`src/hdl/mtnp_pkg.sv`:
```
// Shared types and constants for the MIDI track note pairer.
// No dependencies; imported by mtnp_first_open and the top level.
`timescale 1ns / 1ps
`default_nettype none

package mtnp_pkg;

   // Request kinds carried on req_tuser
   localparam logic REQ_BYTE  = 1'b0;
   localparam logic REQ_DRAIN = 1'b1;

   // Track byte codes
   localparam logic [7:0] META_STATUS   = 8'hFF;
   localparam logic [7:0] META_TEMPO    = 8'h51;
   localparam logic [3:0] NOTE_ON_HI    = 4'h9;
   localparam logic [3:0] NOTE_OFF_HI   = 4'h8;
   localparam logic [31:0] TEMPO_LEN    = 32'd3;
   localparam logic [23:0] TEMPO_DEFAULT = 24'd500000;

   // Field widths
   localparam int KEY_W   = 8;
   localparam int VEL_W   = 8;
   localparam int TICK_W  = 32;
   localparam int TEMPO_W = 24;
   localparam int RSP_W   = KEY_W + VEL_W + 2 * TICK_W + TEMPO_W;

   // Open-note flags are searched in groups of this many keys
   localparam int GROUP_W  = 16;
   localparam int GROUP_IW = 4;

   typedef enum logic [2:0] {
      PH_DELTA,
      PH_STATUS,
      PH_META_TYPE,
      PH_META_LEN,
      PH_META_DATA,
      PH_NOTE_KEY,
      PH_NOTE_VEL
   } phase_type;

   typedef struct packed {
      logic             found;
      logic [KEY_W-1:0] key;
   } find_result_type;

endpackage

`default_nettype wire

```
`src/hdl/mtnp_first_open.sv`:
```
// Lowest open key search over the open-note flags, two levels of 16.
// Depends on mtnp_pkg for group size and the result struct.
`timescale 1ns / 1ps
`default_nettype none

module mtnp_first_open #(
   parameter int GROUPS = 16
) (
   input  wire logic [GROUPS*16-1:0]         open_flags,
   input  wire logic [GROUPS-1:0]            grp_any,
   output mtnp_pkg::find_result_type         result
);
   import mtnp_pkg::*;

   localparam int GRP_IW = (GROUPS > 1) ? $clog2(GROUPS) : 1;

   logic [GRP_IW-1:0]   grp_idx;
   logic                grp_hit;
   logic [GROUP_W-1:0]  grp_bits;
   logic [GROUP_IW-1:0] bit_idx;

   // pick the lowest group that holds an open note
   always_comb begin
      grp_hit = 1'b0;
      grp_idx = '0;
      for (int g = GROUPS - 1; g >= 0; g--) begin
         if (grp_any[g]) begin
            grp_hit = 1'b1;
            grp_idx = GRP_IW'(g);
         end
      end
   end

   assign grp_bits = open_flags[{grp_idx, {GROUP_IW{1'b0}}} +: GROUP_W];

   // then the lowest open key inside it
   always_comb begin
      bit_idx = '0;
      for (int i = GROUP_W - 1; i >= 0; i--) begin
         if (grp_bits[i]) begin
            bit_idx = GROUP_IW'(i);
         end
      end
   end

   assign result.found = grp_hit;
   assign result.key   = KEY_W'({grp_idx, bit_idx});

endmodule

`default_nettype wire

```
`config.mk`:
```
export PLATFORM = sky130hd
export DESIGN_NAME = mtnp_first_open
export DESIGN_NICKNAME = d
export VERILOG_FILES = /design/src/hdl/mtnp_pkg.sv /design/src/hdl/mtnp_first_open.sv
export SDC_FILE = /design/constraint.sdc
export NUM_CORES = 1
export LEC_CHECK = 0
export BUFFER_PORTS_ARGS = -buffer_cell sky130_fd_sc_hd__buf_2
export CAP_MARGIN = 25
export CELL_PAD_IN_SITES_DETAIL_PLACEMENT = 0
export CELL_PAD_IN_SITES_GLOBAL_PLACEMENT = 2
export CORE_ASPECT_RATIO = 1.5
export CORE_UTILIZATION = 19
export DETAILED_ROUTE_END_ITERATION = 10
export GPL_TIMING_DRIVEN = 1
export PLACE_DENSITY = 0.95
export SYNTH_ARGS = -nofsm -noshare
export SYNTH_HDL_FRONTEND = slang
export SYNTH_SLANG_ARGS = --single-unit
```
`constraint.sdc`:
```
create_clock -name vclk -period 8.4
set_input_delay 0.84 -clock vclk [all_inputs]
set_output_delay 0.84 -clock vclk [all_outputs]
set_load 0.01 [all_outputs]
```
==> impl_metrics.yaml <==
layout:
  num-nets-final: 928
  n_sequential_cell: 0
  layout_common_cells: "281 x buf_2, 84 x nand2_1, 73 x mux2i_1"
  nClkBuffers: 0
  drive_above_1_share: 0.4817
  layout.cells.non_filler: 853
  ff_latch_area_sq_um: 0
  final_common_cell: "buf_2"
  syn_to_final_growth_pct: 54.94
floorplanning:
  ioPinCount: 281
  start_util: 0.1943
  core_sq_um: 14590
  die_height_um: 151.6
  fp-row-count: 54
  dieWidth_um: 101.7
  fp.dieArea_sq_um: 15420
clock_tree:
  post_cts_resize_count: 0
  postCtsSetupRepairBufs: 0
  hold_buffers: 0
outcome:
  outcome: "finished clean"
synth:
  yosysWarningCount: 0
  synth_compound_area_frac: 0.2462
  avgSynthCellArea_sq_um: 7.178
  netlist_instances: 395
  synthSimpleGateAreaFrac: 0.3071
  synth_cell_types: 52
  synth_top_family_by_area: "multiplexers"
  synth_nets: 667
  syn_area_sq_um: 2835
  synthXorXnorAreaFrac: 0
  synthAdderAreaFrac: 0
  synth_mux_area_frac: 0.3769
  yosysSeqAreaShare: 0
grt:
  antenna_found_initial: 3
  grt_overflow: 0
  grt_pass1_vias: 3994
  grt_max_degree: 55
  grt_pass1_wl_mm: 20.72
  grt_usage: 0.1764
drt:
  route.detailed.drc: 0
  post_drt_wl_per_cell_um: 17.07
  wirelength_mm: 14.56
  vias: 4051
  postRouteAntennaNets: 0
  dr.pass1.iters: 4
  vias_per_cell: 4.749
  drtIter0Drc: 108
sta:
  period_needed_ns: 5.262
  slew-limit-headroom: 0.3426
  slew_violations: 0
  setup_tns_ns: 0
  hold_violations: 0
  final-setup-viol-count: 0
  fmax_mhz: 190.0
  worst_slew_pin_slew_ns: 0.9771
  hold_slack_ns: 2.068
  fin_crit_sh: 0.6265
  rsz0062_at_grt: "false"
setup_path:
  critPathCaptureType: "output pin"
  path_max_fanout: 45
  start_kind: "primary input"
  cp.arrival_ns: 4.42
  path_class: "in -> out"
  worst-endpoint-required_ns: 7.56
placed_design:
  io_buffers: 281
  dp_hpwl_mm: 12.23
  gp_congestion: 0.8249
  place_inst: 850
pwr:
  p_comb_frac: 1.000
  intPower_uw: 122.2
  seqPwrFrac: 0
  p_clk_frac: 0
  p_switching_uw: 116.3
  p_leak_uw: 0.002326
  ir_worst_vdd_v: 0.00003117
  switching_share: 0.4877
  powerDensity_nw_per_um2: 54.31
run:
  drv_cap: 0
min_path:
  min_path_type: "in -> out"
metal layers:
metal / global-route usage / wire, um
met1: 0.2075 / 5867
met2: 0.3456 / 7823
met3: 0.01101 / 663
met4: 0.02971 / 206
met5: 0 / 0
critical path: stages:
cell and delay [ns]:
buf_2 0.11, nor2_1 0.18, o31ai_1 0.14, a31oi_4 0.68, buf_4 0.60, mux2i_1 0.27, nand2_1 0.07, a32o_1 0.27
a221oi_1 0.48, nor3_1 0.08, or3_1 0.32, o22ai_1 0.16, buf_2 0.17
worst paths after layout:
kind                     from   endpoint  cells after the start
setup / recovery  grp_any[14]  result[0]                     13
hold / removal    grp_any[15]  result[8]                      4
stage by stage:
step           setup slack, ns    util  total power [uW]  area [sq um]
2_1_floorplan            4.060       -             141.0          2835
3_3_place_gp             2.924  0.2986             237.8          4358
3_5_place_dp             3.145  0.3005             241.2          4385
4_1_cts                  3.137  0.3005             242.1          4385
5_1_grt                  2.874  0.3010             264.5          4393
6_report                 3.138  0.3010             238.6          4393
logic make-up after synthesis:
| family | Yosys count |
|---|---|
| simple gates | 178 |
| mux | 93 |
| buf+inv | 35 |
| compound gates | 89 |
power by group through the flow:
stage / logic (uW) / registers [uW] / clock network [uW]
CTS: 242 / 0 / 0
global placement: 238 / 0 / 0
floorplan: 141 / 0 / 0
detailed placement: 241 / 0 / 0
global route: 264 / 0 / 0.0000478
finish: 239 / 0 / 0.0000478
cells in the mapped netlist (7+ instances only):
cell	instances	area, sq um
nor2b_1	9	56.30
a311oi_1	9	78.83
nand3_1	8	40.04
mux2i_1	73	730.7
nor2_1	18	67.56
clkbuf_1	9	33.78
nor4_1	9	56.30
buf_2	10	50.05
mux2_2	10	112.6
and2_0	9	56.30
a211oi_1	19	142.6
nand2_1	84	315.3
a21oi_1	11	55.05
mux4_2	10	225.2
nor3_1	7	35.03
cell type report:
type / instances / area [sq um]
Tap cell: 196 / 245.2
Fill cell: 1692 / 10200
Multi-Input combinational cell: 360 / 2638
Antenna cell: 3 / 7.507
Timing Repair Buffer: 288 / 1479
Inverter: 6 / 23.77
No activity file was read; power rests on OpenSTA's default activity.
